[config.mk]
export PLATFORM = sky130hd
export DESIGN_NAME = mid_side_peak_level_meter_top
export DESIGN_NICKNAME = d
export VERILOG_FILES = /design/src/sv/msplm_pkg.sv /design/src/sv/msplm_front.sv /design/src/sv/msplm_queue.sv /design/src/sv/msplm_back.sv /design/src/sv/mid_side_peak_level_meter_top.sv
export SDC_FILE = /design/constraint.sdc
export NUM_CORES = 1
export LEC_CHECK = 0
export BUFFER_PORTS_ARGS = -buffer_cell sky130_fd_sc_hd__buf_4
export CORE_UTILIZATION = 45
export DETAILED_ROUTE_END_ITERATION = 16
export GPL_ROUTABILITY_DRIVEN = 0
export PLACE_DENSITY = 0.59
export SYNTH_ARGS = -nofsm -noshare
export SYNTH_HDL_FRONTEND = slang
export SYNTH_SLANG_ARGS = --single-unit
[constraint.sdc]
create_clock -name clk -period 9.38 [get_ports clk]
set_input_delay 1.876 -clock clk [delete_from_list [all_inputs] [get_ports clk]]
set_output_delay 1.876 -clock clk [all_outputs]
set_load 0.03 [all_outputs]
[src/sv/msplm_pkg.sv]
package msplm_pkg;

	// sample width; the port fields are 16 bits wide
	localparam int SAMPLE_BITS    = 16;
	localparam int PEAK_BITS      = SAMPLE_BITS + 1;
	localparam int LOG_TABLE_BITS = 6;
	localparam int TAB_SIZE       = 1 << LOG_TABLE_BITS;
	localparam int EXP_BITS       = $clog2(PEAK_BITS);
	localparam int LG_BITS        = EXP_BITS + 16;
	localparam int DIFF_BITS      = LG_BITS + 1;
	localparam int PROD_BITS      = DIFF_BITS + 3;

	localparam int QUEUE_DEPTH = 4;
	localparam int QUEUE_AW    = $clog2(QUEUE_DEPTH);

	localparam logic signed [PEAK_BITS-1:0] HIGH_RESET = {1'b1, {SAMPLE_BITS{1'b0}}};
	localparam logic signed [PEAK_BITS-1:0] LOW_RESET  = {1'b0, {SAMPLE_BITS{1'b1}}};

	localparam logic signed [15:0] DB_FLOOR = 16'sh8000;

	typedef struct packed {
		logic signed [15:0] left_sample;
		logic signed [15:0] right_sample;
		logic               block_last;
	} sample_t;

	typedef struct packed {
		logic signed [15:0] mid_level_db;
		logic signed [15:0] side_level_db;
		logic               mid_silent;
		logic               side_silent;
	} level_t;

	typedef struct packed {
		logic signed [PEAK_BITS-1:0] high;
		logic signed [PEAK_BITS-1:0] low;
	} peak_t;

	typedef struct packed {
		peak_t mid;
		peak_t side;
	} snap_t;

	typedef struct packed {
		logic  valid;
		snap_t snap;
	} push_t;

	typedef logic [15:0] frac_tab_t [TAB_SIZE];

	// log2(1 + i/TAB_SIZE) in Q16 by repeated squaring in Q30
	function automatic frac_tab_t build_frac_tab();
		frac_tab_t   tab;
		logic [63:0] y;
		logic [15:0] r;
		for (int i = 0; i < TAB_SIZE; i++) begin
			y = 64'(TAB_SIZE + i) << (30 - LOG_TABLE_BITS);
			r = '0;
			for (int k = 0; k < 16; k++) begin
				y = (y * y) >> 30;
				r = {r[14:0], 1'b0};
				if (y >= (64'd2 << 30)) begin
					y    = y >> 1;
					r[0] = 1'b1;
				end
			end
			tab[i] = r;
		end
		return tab;
	endfunction

	localparam frac_tab_t FRAC_TAB = build_frac_tab();

	// log of the full-scale references: 2^SAMPLE_BITS-2 and 2^SAMPLE_BITS
	localparam logic [LG_BITS-1:0] LG_REF_MAX =
		LG_BITS'((SAMPLE_BITS - 1) * 65536 + int'(FRAC_TAB[TAB_SIZE-1]));
	localparam logic [LG_BITS-1:0] LG_REF_MIN = LG_BITS'(SAMPLE_BITS * 65536);

endpackage

[src/sv/msplm_front.sv]
module msplm_front (
	input  logic              clk,
	input  logic              arst_n,
	input  logic              sample_valid,
	input  msplm_pkg::sample_t sample,
	input  logic              queue_full,
	output logic              sample_stall,
	output msplm_pkg::push_t  push
);

	logic signed [msplm_pkg::PEAK_BITS-1:0] mid_high_q, mid_low_q;
	logic signed [msplm_pkg::PEAK_BITS-1:0] side_high_q, side_low_q;
	logic signed [msplm_pkg::PEAK_BITS-1:0] left_x, right_x, mid, side;
	msplm_pkg::snap_t                       next_snap;
	logic                                   accept;

	assign sample_stall = queue_full;
	assign accept       = sample_valid && !queue_full;

	assign left_x  = {sample.left_sample[msplm_pkg::SAMPLE_BITS-1],
		sample.left_sample[msplm_pkg::SAMPLE_BITS-1:0]};
	assign right_x = {sample.right_sample[msplm_pkg::SAMPLE_BITS-1],
		sample.right_sample[msplm_pkg::SAMPLE_BITS-1:0]};
	assign mid     = left_x + right_x;
	assign side    = right_x - left_x;

	always_comb begin
		next_snap.mid.high  = (mid > mid_high_q)   ? mid  : mid_high_q;
		next_snap.mid.low   = (mid < mid_low_q)    ? mid  : mid_low_q;
		next_snap.side.high = (side > side_high_q) ? side : side_high_q;
		next_snap.side.low  = (side < side_low_q)  ? side : side_low_q;
	end

	assign push.valid = accept && sample.block_last;
	assign push.snap  = next_snap;

	always_ff @(posedge clk or negedge arst_n) begin
		if (!arst_n) begin
			mid_high_q  <= msplm_pkg::HIGH_RESET;
			mid_low_q   <= msplm_pkg::LOW_RESET;
			side_high_q <= msplm_pkg::HIGH_RESET;
			side_low_q  <= msplm_pkg::LOW_RESET;
		end else if (accept) begin
			if (sample.block_last) begin
				mid_high_q  <= msplm_pkg::HIGH_RESET;
				mid_low_q   <= msplm_pkg::LOW_RESET;
				side_high_q <= msplm_pkg::HIGH_RESET;
				side_low_q  <= msplm_pkg::LOW_RESET;
			end else begin
				mid_high_q  <= next_snap.mid.high;
				mid_low_q   <= next_snap.mid.low;
				side_high_q <= next_snap.side.high;
				side_low_q  <= next_snap.side.low;
			end
		end
	end

endmodule

[src/sv/msplm_queue.sv]
module msplm_queue (
	input  logic             clk,
	input  logic             arst_n,
	input  msplm_pkg::push_t push,
	input  logic             pop,
	output logic             full,
	output logic             nonempty,
	output msplm_pkg::snap_t head
);

	msplm_pkg::snap_t                  entry_q [msplm_pkg::QUEUE_DEPTH];
	logic [msplm_pkg::QUEUE_AW-1:0]    rd_ptr_q, wr_ptr_q;
	logic [msplm_pkg::QUEUE_AW:0]      count_q;
	logic                              do_pop;

	assign full     = (count_q == (msplm_pkg::QUEUE_AW+1)'(msplm_pkg::QUEUE_DEPTH));
	assign nonempty = (count_q != '0);
	assign head     = entry_q[rd_ptr_q];
	assign do_pop   = pop && nonempty;

	always_ff @(posedge clk) begin
		if (push.valid) begin
			entry_q[wr_ptr_q] <= push.snap;
		end
	end

	always_ff @(posedge clk or negedge arst_n) begin
		if (!arst_n) begin
			rd_ptr_q <= '0;
			wr_ptr_q <= '0;
			count_q  <= '0;
		end else begin
			if (push.valid) begin
				wr_ptr_q <= wr_ptr_q + 1'b1;
			end
			if (do_pop) begin
				rd_ptr_q <= rd_ptr_q + 1'b1;
			end
			case ({push.valid, do_pop})
				2'b10:   count_q <= count_q + 1'b1;
				2'b01:   count_q <= count_q - 1'b1;
				default: count_q <= count_q;
			endcase
		end
	end

endmodule

[src/sv/msplm_back.sv]
module msplm_back (
	input  logic              clk,
	input  logic              arst_n,
	input  logic              queue_nonempty,
	input  msplm_pkg::snap_t  queue_head,
	output logic              queue_pop,
	output logic              level_valid,
	input  logic              level_stall,
	output msplm_pkg::level_t level
);

	localparam int PB = msplm_pkg::PEAK_BITS;
	localparam int SB = msplm_pkg::SAMPLE_BITS;
	localparam int LT = msplm_pkg::LOG_TABLE_BITS;

	// lane 0 is mid, lane 1 is side
	msplm_pkg::peak_t   peak [2];
	logic [PB-1:0]      mag_a [2];
	logic [PB-1:0]      mag_b [2];
	logic [PB-1:0]      gap [2];
	logic               pick_a [2];
	logic               quiet [2];

	logic               v_s1, v_s2, level_valid_q;
	logic [PB-1:0]      x_s1 [2];
	logic               pick_a_s1 [2];
	logic               quiet_s1 [2];

	logic [msplm_pkg::EXP_BITS-1:0] lead [2];
	logic [PB+LT-1:0]               spread [2];
	logic [msplm_pkg::EXP_BITS-1:0] exp_s2 [2];
	logic [LT-1:0]                  idx_s2 [2];
	logic                           pick_a_s2 [2];
	logic                           quiet_s2 [2];

	logic [msplm_pkg::LG_BITS-1:0]          lg [2];
	logic signed [msplm_pkg::DIFF_BITS-1:0] diff [2];
	logic signed [msplm_pkg::PROD_BITS-1:0] prod [2];
	logic signed [15:0]                     db [2];
	msplm_pkg::level_t                      level_q;

	logic en_out, en_s2, en_s1;

	assign en_out    = !level_valid_q || !level_stall;
	assign en_s2     = !v_s2 || en_out;
	assign en_s1     = !v_s1 || en_s2;
	assign queue_pop = queue_nonempty && en_s1;

	assign peak[0] = queue_head.mid;
	assign peak[1] = queue_head.side;

	// stage 1: magnitudes and choice of candidate, exact compare of a/(2^n-2) vs b/2^n
	always_comb begin
		for (int l = 0; l < 2; l++) begin
			mag_a[l] = peak[l].high[PB-1] ? '0 : peak[l].high;
			mag_b[l] = peak[l].low[PB-1] ? PB'(-peak[l].low) : '0;
			gap[l]   = mag_b[l] - mag_a[l];
			quiet[l] = (mag_a[l] == '0) && (mag_b[l] == '0);
			if (mag_a[l] == '0) begin
				pick_a[l] = 1'b0;
			end else if ((mag_b[l] == '0) || (mag_a[l] >= mag_b[l])) begin
				pick_a[l] = 1'b1;
			end else begin
				pick_a[l] = ((gap[l] == PB'(1)) && mag_b[l][SB-1] == 1'b1)
					|| ((gap[l] == PB'(2)) && mag_b[l][SB] == 1'b1)
					|| ((gap[l] == PB'(1)) && mag_b[l][SB] == 1'b1);
			end
		end
	end

	// stage 2: leading one and the table index below it
	always_comb begin
		for (int l = 0; l < 2; l++) begin
			lead[l] = '0;
			for (int k = 0; k < PB; k++) begin
				if (x_s1[l][k]) begin
					lead[l] = msplm_pkg::EXP_BITS'(k);
				end
			end
			spread[l] = {x_s1[l], {LT{1'b0}}} >> lead[l];
		end
	end

	// stage 3: log, reference subtract, scale by 6 and round half up
	always_comb begin
		for (int l = 0; l < 2; l++) begin
			lg[l]   = {exp_s2[l], 16'b0} + msplm_pkg::LG_BITS'(msplm_pkg::FRAC_TAB[idx_s2[l]]);
			diff[l] = $signed({1'b0, lg[l]})
				- $signed({1'b0, pick_a_s2[l] ? msplm_pkg::LG_REF_MAX
					: msplm_pkg::LG_REF_MIN});
			prod[l] = (msplm_pkg::PROD_BITS'(diff[l]) <<< 2)
				+ (msplm_pkg::PROD_BITS'(diff[l]) <<< 1)
				+ msplm_pkg::PROD_BITS'(128);
			// the level never exceeds full scale, so the result needs no clamp
			db[l]   = quiet_s2[l] ? msplm_pkg::DB_FLOOR : prod[l][23:8];
		end
	end

	always_ff @(posedge clk) begin
		if (en_s1) begin
			for (int l = 0; l < 2; l++) begin
				x_s1[l]      <= pick_a[l] ? mag_a[l] : mag_b[l];
				pick_a_s1[l] <= pick_a[l];
				quiet_s1[l]  <= quiet[l];
			end
		end
		if (en_s2) begin
			for (int l = 0; l < 2; l++) begin
				exp_s2[l]    <= lead[l];
				idx_s2[l]    <= spread[l][LT-1:0];
				pick_a_s2[l] <= pick_a_s1[l];
				quiet_s2[l]  <= quiet_s1[l];
			end
		end
		if (en_out && v_s2) begin
			level_q.mid_level_db  <= db[0];
			level_q.side_level_db <= db[1];
			level_q.mid_silent    <= quiet_s2[0];
			level_q.side_silent   <= quiet_s2[1];
		end
	end

	always_ff @(posedge clk or negedge arst_n) begin
		if (!arst_n) begin
			v_s1          <= 1'b0;
			v_s2          <= 1'b0;
			level_valid_q <= 1'b0;
		end else begin
			if (en_s1) begin
				v_s1 <= queue_nonempty;
			end
			if (en_s2) begin
				v_s2 <= v_s1;
			end
			if (en_out) begin
				level_valid_q <= v_s2;
			end
		end
	end

	assign level_valid = level_valid_q;
	assign level       = level_q;

endmodule

[src/sv/mid_side_peak_level_meter_top.sv]
// mid/side peak level meter: takes one signed stereo sample pair per cycle, forms
// mid = L+R and side = R-L (exact, half-lsb units) and tracks the min and max of
// each; on the pair flagged block_last it emits one item with 6*log2(peak level)
// in signed q7.8 db for mid and side, where 0 db is full scale and silence gives
// -32768 with the matching silent flag set; then the trackers start over. the
// front takes a pair every cycle and stalls only while four finished block
// snapshots wait in the queue; the back works one snapshot per cycle unless
// level_stall holds its output, through a three-stage log pipeline; a snapshot
// passes the queue and the stage-1, stage-2 and output registers to level_valid.
module mid_side_peak_level_meter_top (
	input  logic               clk,
	input  logic               arst_n,
	input  logic               sample_valid,
	output logic               sample_stall,
	input  msplm_pkg::sample_t sample,
	output logic               level_valid,
	input  logic               level_stall,
	output msplm_pkg::level_t  level
);

	// end-of-block snapshot handed from front to back
	msplm_pkg::push_t push;
	msplm_pkg::snap_t queue_head;
	logic             queue_full;
	logic             queue_nonempty;
	logic             queue_pop;

	// front: running min/max trackers
	msplm_front u_front (
		.clk          (clk),
		.arst_n       (arst_n),
		.sample_valid (sample_valid),
		.sample       (sample),
		.queue_full   (queue_full),
		.sample_stall (sample_stall),
		.push         (push)
	);

	// short queue of pending block snapshots
	msplm_queue u_queue (
		.clk      (clk),
		.arst_n   (arst_n),
		.push     (push),
		.pop      (queue_pop),
		.full     (queue_full),
		.nonempty (queue_nonempty),
		.head     (queue_head)
	);

	// back: level to db conversion, output register
	msplm_back u_back (
		.clk            (clk),
		.arst_n         (arst_n),
		.queue_nonempty (queue_nonempty),
		.queue_head     (queue_head),
		.queue_pop      (queue_pop),
		.level_valid    (level_valid),
		.level_stall    (level_stall),
		.level          (level)
	);

endmodule
==> results.md, run 1 <==
- The fraction of the cycle the final worst path needs is approximately three quarters.
- The highest fanout seen on the critical path is 14.
- The sequential cells in the finished layout cover a total of about 13000 µm².
- The data required time of the worst path is 9.71 ns.
- For this run, the number of Yosys warnings is 0.
- The initial antenna violation count is 0.
- The headroom to the max-slew limit is between 20% and 30%.
- The pin count of the biggest net entering global routing is 64.
- The first-pass GRT wire length is 124000 µm.
- The timing-limited maximum frequency is 0.141 GHz.
- After synthesis, the share of flip-flops with an asynchronous set or reset is 17.4%.
- The accumulated negative setup slack is 0 ns.
- On the critical path, the stage with the largest delay is an instance of edfxtp_1.
- The global-route usage over all layers is 22.2%.
- The number of nets in the layout is about 3.3k.
- The via count of the first global-routing pass is 22.8k.
- For the final database, setup skew stands at about 0.027 ns.
- The count of buffers from port buffering is 72.
- The total grt overflow is 0.
- STA classifies the critical path startpoint as a register.
- The floorplan has 95 rows.
- The maximum clock path buffer count is 3.
- The number of resized instances in the post-cts repair step is 0.
- The count of buffers added by post-CTS timing repair for setup is 0.
- The number of enable-type register cells in the synthesized netlist is 370.
- The via count is approximately 23k.
- The mean number of vias per cell is a little over 6.
- Counting the fill cells in the layout gives 5961.
- The clock latency on the worst-skew pair is 0.60 ns.
- The die is 264 µm tall.
- The distinct cell type count after synthesis is 93.
- Of the cells placed in the final design, the portion with a size suffix greater than 1 is a little over an eighth.
- The floorplan step defined a core boundary enclosing 67500 µm².
- STA classifies the critical path endpoint as a register.
- The most critical setup path has its startpoint at u_back.idx_s2[0][6].
- Counting every instance in the synthesized netlist gives 2920.
- The worst setup path category is register to register.
- The number of DRC markers after the initial detailed-route iteration is 2007.
- Among the stages of the critical path, the cell type that occurs most often is ha_1.
- The wire length after detailed routing is about 78000 µm.
- The startpoint identified for the worst register-to-register timing path is u_back.idx_s2[0][6].
- In the final routed layout, each cell accounts on average for 20.1 µm.
- The flow ran to the end, and the final reports show no timing, DRC or antenna violations.
- The H-tree was split into 2 levels.
- The tool flagged a number of max-cap violations equal to 0.
- The die is about 260 µm wide.
- The synthesis-stage register bit count is 448.
- The TritonCTS clock tree is built.
- The pin slew with the least headroom to its limit is ~1.1 ns.
- Buffers inserted during clock tree synthesis total 49.
- Setup repair after global routing left no endpoint under its margin.
- The number of pins with negative max-slew slack in the final report is 0.
- The die covers slightly below 70000 µm².
- The total count of hold-check failures in the final report is 0.
- Subtracting the final worst setup slack from the clock period gives approximately 7 ns.
- The delay of the slowest cell on the worst path is 0.70 ns.
- The most common flop cell mapped by yosys is edfxtp_1.
- The relative area change from synthesis to final layout is 10.5%.
- The detail route stage leaves a number of antenna-violating nets equal to 0.
- The multi-input combinational cells in the finished layout cover a total of 16400 µm².
- Setup violations remaining at the end of the flow were counted as 0.
- The placed wire-length estimate after detailed placement is 55000 µm.
- The smallest hold slack is between 0.4 and 0.5 ns.
- The starting density of the core is approximately 46%.
- When the netlist entered floorplanning its net count stood at roughly 3.2k.
- The cell at the root of the clock tree is clkbuf_16.
- The final worst setup slack is roughly 2.3 ns.
- The remaining design rule violation count is 0.
- The post-synthesis average cell area is 10.6 µm².
- The path type of the worst min-delay path is register to register.
- Clock-pin slew was measured on the worst setup and hold paths at 0.06 ns.
- The first detailed-routing pass took 6 iterations.
- Timing analysis after detailed placement gives a worst setup slack of 1.97 ns.
- The antenna diode count is 0.
- The post-synthesis sequential area ratio is between 40 and 50%.
- The number of sinks on the clock net is 448.
- After synthesis the cells add up to between 30000 and 40000 µm².
- In this run the most critical hold path is launched from u_back.quiet_s1[0][0].
- The number of hold buffers added after CTS was 0.
- The number of top-level design ports is between 70 and 80.
- STA puts the critical path data arrival time at around 7.4 ns.
[kinds of logic after synthesis]
kind of cell,Yosys count,share of synthesized area (%)
compound gates,769,16.5
xor+xnor,131,3.72
fa+ha+maj,270,11.1
buf+inv,340,4.47
flops,448,42.5
mux,179,9.29
simple gates,783,12.4
[cell usage in the layout, fill, tap and decap left out, drive strengths merged, types with 42 or more instances in the layout]
cell    count
o21ai     149
nor2      212
dfrtp      44
nand2     211
xnor2      83
mux2       48
nor3       76
a21o       42
buf       120
nor2b      42
edfxtp    370
mux2i      54
clkbuf     54
inv       208
xor2       48
nand2b     44
mux4       77
o22ai      54
a21oi     187
ha        265
[routing by layer]
layer  GRT usage, %  vias to the layer above  wire, µm
met2           36.6                      739     36300
met1           30.6                    11407     35200
met3           2.87                      118      4280
met5              0                        -         0
li1               -                    11104         -
met4           6.19                        0      1860
[worst max-delay path, delay by kind of cell (launching register included)]
family	cells	cell delay, ns
AO/OA/AOI/OAI	9	2.21
adder cells (fa/ha/maj)	4	1.42
flip-flops	1	0.70
XOR/XNOR	2	0.34
multiplexers	1	0.48
AND/OR/NAND/NOR	9	1.41
buffers and inverters	1	0.30
[registers in the layout (all words and copies together), names as in the netlist]
register / flops
u_back.exp_s2: 10
u_back.idx_s2: 12
u_back.level: 34
u_back.level_valid: 1
u_back.pick_a_s1: 2
u_back.pick_a_s2: 2
u_back.quiet_s1: 2
u_back.quiet_s2: 2
u_back.v_s1: 1
u_back.v_s2: 1
u_back.x_s1: 34
u_front.mid_high_q: 17
u_front.mid_low_q: 17
u_front.side_high_q: 17
u_front.side_low_q: 17
u_queue.count_q: 3
u_queue.entry_q: 272
u_queue.rd_ptr_q: 2
u_queue.wr_ptr_q: 2
[synth_stat cells (all sizes together), types with 8 or more instances]
master / number / area [µm²]
a21boi: 11 / 82.6
o41ai: 8 / 70.1
or3: 17 / 111
mux2i: 54 / 541
nor3: 76 / 390
nand3: 34 / 170
inv: 204 / 766
mux4: 77 / 1780
a211oi: 30 / 225
a21oi: 187 / 943
a22o: 14 / 123
nor3b: 12 / 90.1
nand2: 211 / 795
o22ai: 54 / 388
nand2b: 44 / 275
mux2: 48 / 541
o31ai: 12 / 90.1
dfstp: 34 / 893
a22oi: 34 / 255
edfxtp: 370 / 11100
a31oi: 34 / 213
o211ai: 24 / 180
or2: 15 / 93.8
o21bai: 21 / 158
nor2b: 42 / 263
xor2: 48 / 420
o21a: 40 / 300
nand4: 30 / 188
a21o: 42 / 315
buf: 36 / 238
nor4: 21 / 138
o311ai: 9 / 78.8
ha: 265 / 3320
clkbuf: 96 / 360
and2: 16 / 101
xnor2: 83 / 727
or4: 8 / 60.1
o21ai: 149 / 749
dfrtp: 44 / 1100
and3: 28 / 180
nor2: 212 / 812
a311oi: 14 / 123
o22a: 10 / 87.6
a221oi: 9 / 78.8
[worst paths after layout]
check	cells after the start	endpoint	slack [ns]
worst min register to register	0	u_back.quiet_s2[0][0]	0.42
worst min-delay path	0	u_back.quiet_s2[0][0]	0.42
worst max-delay path	26	u_back.level[17]	2.28
min in group asynchronous	1	u_front.mid_low_q[16]	1.18
worst max register to register	26	u_back.level[17]	2.28
max in group asynchronous	2	u_queue.rd_ptr_q[0]	6.85
[per-stage QoR]
| stage | cell area (µm²) | utilization (%) | std cells |
|---|---|---|---|
| after floorplan | 30800 | - | 2920 |
| after global placement | 32300 | 47.8 | 3781 |
| after detailed placement | 32300 | 47.8 | 3781 |
| after CTS | 34100 | 50.4 | 3871 |
| after global routing | 34100 | 50.4 | 3871 |
| final | 34100 | 50.4 | 3871 |
[layout make-up]
class                           count  area share, %
Multi-Input combinational cell   2132           48.2
Sequential cell                   448           38.5
Clock buffer                       54           3.75
Tap cell                          873           3.21
Timing Repair Buffer              120           2.65
Inverter                          208           2.29
Clock inverter                     36           1.40
Power of run 1 is left out: the tool's default activity adds up to more than one toggle a clock period on the data nets, which glitch-free logic cannot reach.
==> run 2, diff against run 1 <==
--- a/config.mk
+++ b/config.mk
@@ -9,7 +9,7 @@
 export CORE_UTILIZATION = 45
 export DETAILED_ROUTE_END_ITERATION = 16
 export GPL_ROUTABILITY_DRIVEN = 0
-export PLACE_DENSITY = 0.59
+export PLACE_DENSITY = 0.61
 export SYNTH_ARGS = -nofsm -noshare
 export SYNTH_HDL_FRONTEND = slang
 export SYNTH_SLANG_ARGS = --single-unit
==> constraint.sdc (replaced) <==
create_clock -name clk -period 5.8 [get_ports clk]
set_input_delay 1.16 -clock clk [delete_from_list [all_inputs] [get_ports clk]]
set_output_delay 1.16 -clock clk [all_outputs]
set_load 0.03 [all_outputs]
==> results.md, run 2 (synthesized netlist as in run 1, its figures left out) <==
- The core outline area came to 67500 µm² (unchanged).
- The global-route usage over all layers is 22.1% (-0.10 points).
- In this run the clock root is driven by a clkbuf_16.
- The antenna violation net count after detailed routing is 0 (unchanged).
- The initial antenna violation count is 0 (unchanged).
- The highest fanout seen on the critical path was 4 (-10).
- The placed wire-length estimate after detailed placement was 57300 µm (+4.1%).
- The first-pass GRT wire length is 125000 µm (+0.56%).
- Relative to the synthesized area, the layout overhead comes to 16.3%.
- The endpoint of the worst hold path is u_back.pick_a_s2[0][1].
- The maximum clock path buffer count came to 3 (unchanged).
- The fraction of layout cells with a size suffix above 1 was 20.8% (+7.3 points).
- The pin count of the biggest net entering global routing is 49 (-23%).
- The endpoint of the lowest-slack register-to-register path is u_back.level[16].
- The length of the first detailed-routing pass in iterations is 7 (+1).
- Setup repair after global routing could not meet its margin everywhere.
- In this run the critical register-to-register path is launched from u_back.idx_s2[0][7].
- The number of cell instances on the worst register-to-register path is 28 (+7.7%).
- The height of the die is 264 µm (unchanged).
- The starting density of the core came to 45.7% (unchanged).
- The total count of hold-check failures in the final report is 0 (unchanged).
- The fraction of the cycle the final worst path needs came to 96.5% (+21 points).
- The number of top-level design ports is 73 (unchanged).
- The flow ran to the end, and the final reports show no timing, DRC or antenna violations.
- The launching element type of the critical path is a register.
- The pin slew with the least headroom to its limit is 1.38 ns (+0.271 ns).
- The endpoint arrival time on the critical path is 5.90 ns (-1.53 ns).
- Leaving out fill and tap cells, the most frequent cell in the layout is edfxtp_1.
- The timing-limited maximum frequency is 0.179 GHz (+27%).
- The number of fill cells is 5809 (-2.5%).
- u_queue.entry_q holds more flip-flops than any other register.
- The worst setup slack for register-to-register paths is 0.20 ns (-2.07 ns).
- The number of setup violations in the final report is 0 (unchanged).
- The clock latency on the worst-skew pair came to 0.59 ns (about the same).
- The mean number of vias per cell is 5.95 (-1.5%).
- The total grt overflow is 0 (unchanged).
- The count of buffers from port buffering is 72 (unchanged).
- The worst setup path is captured at a register.
- The data required time of the worst path is 6.10 ns (-3.61 ns).
- The total number of placement rows came to 95 (unchanged).
- The number of flip-flops under the largest register name is 272 (unchanged).
- The worst setup path category is register to register.
- The cell area after placement was 33700 µm² (+4.2%).
- The via count of the first global-routing pass is 23.7k (+4.0%).
- The number of DRC markers after the initial detailed-route iteration is 1745 (-13%).
- The remaining design rule violation count is 0 (unchanged).
- The post-route standard cell area excluding fillers is 35800 µm² (+5.2%).
- The number of pins with negative max-slew slack in the final report is 0 (unchanged).
- The shortest clock period the worst path allows after layout was 5.60 ns (-1.51 ns).
- The headroom to the max-slew limit is 6.75% (-18 points).
- The worst hold path depth is 0 (unchanged).
- The worst min-delay path startpoint is u_back.pick_a_s1[0][1].
- The maximum level of the CTS H-tree is 2 (unchanged).
- The launching instance or port of the critical path is u_back.idx_s2[0][7].
- The hold buffer count at CTS is 0 (unchanged).
- The antenna diode count is 0 (unchanged).
- The path type of the worst min-delay path is register to register.
- The number of CTS-inserted buffers is 47 (-4.1%).
- The worst clock skew is 0.0212 ns (-0.00544 ns).
- The delay of the slowest cell on the worst path is 0.51 ns (-0.19 ns).
- The worst-path cell with the longest stage delay is mux4_2.
- The clock-pin slew on the worst setup and hold paths came to 0.06 ns (about the same).
- The max-cap check violation count is 0 (unchanged).
- TritonCTS built the clock tree.
- The number of sinks on the clock net came to 448 (unchanged).
- The average detailed-routed wire length per instance is 19.5 µm (-2.8%).
- The die outline width is 264 µm (unchanged).
- The wire length after detailed routing is 78900 µm (+1.5%).
- The area of the die came to 69600 µm² (unchanged).
- The number of nets in the layout is 3440 (+5.3%).
- Leaving out fill and tap cells, the most frequent cells in the layout are 370 x edfxtp_1, 276 x buf_4, 248 x ha_1, 207 x nand2_1, 204 x nor2_1.
- The via count is 24.1k (+2.9%).
-- run 2: cell types whose count changed in the layout (fill, tap and decap cells not counted), moves of 12 or more --
cell / delta
buf_4: +156
ha_1: -17
buf_12: +12
o21ai_0: -12
-- run 2: area by class of cell --
cell class,instances,area [µm²],share of cell area (%)
Inverter,208,783,2.19
Tap cell,873,1090,3.05
Clock buffer,56,1220,3.40
Timing Repair Buffer,296,2410,6.74
Multi-Input combinational cell,2132,16900,47.3
Sequential cell,448,13100,36.6
Clock inverter,31,278,0.775
-- run 2: worst max path at each step --
stage | end | slack (ns) | cells after the start
global route | u_back.level[16] | -0.08 | 26
finish | u_back.level[16] | 0.20 | 28
CTS | u_back.level[32] | 0.009 | 27
floorplan | u_back.level[17] | -0.01 | 31
detailed placement | u_front.mid_high_q[14] | -0.49 | 22
global placement | u_front.mid_high_q[14] | -0.39 | 22
-- run 2: layer usage --
layer  track usage [%]  up-vias  wire length (µm)
li1                  -    11436                 -
met1              29.7    11678             34100
met2              37.5      787             37900
met3              2.39      154              4660
met4              6.73        0              2200
met5                 0        -                 0
-- run 2: stage by stage --
step / util, % / hold slack [ns] / instances / setup WS, ns / setup TNS (ns)
floorplan: - / 0.400 / 2920 / -0.0135 / -0.0135
global placement: 49.8 / 0.407 / 3934 / -0.390 / -40.70
detailed placement: 49.8 / 0.405 / 3934 / -0.492 / -60.78
CTS: 52.1 / 0.417 / 4023 / 0.00852 / 0
global route: 53.1 / 0.442 / 4044 / -0.0788 / -0.234
finish: 53.1 / 0.418 / 4044 / 0.203 / 0
-- run 2: worst max-delay path: cells and delay by family (launching register included) --
| family | cells | cell delay (ns) |
|---|---|---|
| buf+inv | 3 | 0.36 |
| simple gates | 7 | 0.69 |
| compound gates | 10 | 1.73 |
| fa+ha+maj | 4 | 1.04 |
| xor+xnor | 2 | 0.29 |
| flops | 1 | 0.46 |
| mux | 2 | 0.76 |
-- run 2: repair_timing --
| action | 4_1_cts | 5_1_grt |
|---|---|---|
| gates resized for setup | 10 | 104 |
| setup endpoints to repair | 2 | 51 |
| pin swaps | 2 | 53 |
| setup buffers | 2 | 20 |
| cloned | 0 | 0 |
Power of run 2 is left out for the same reason.
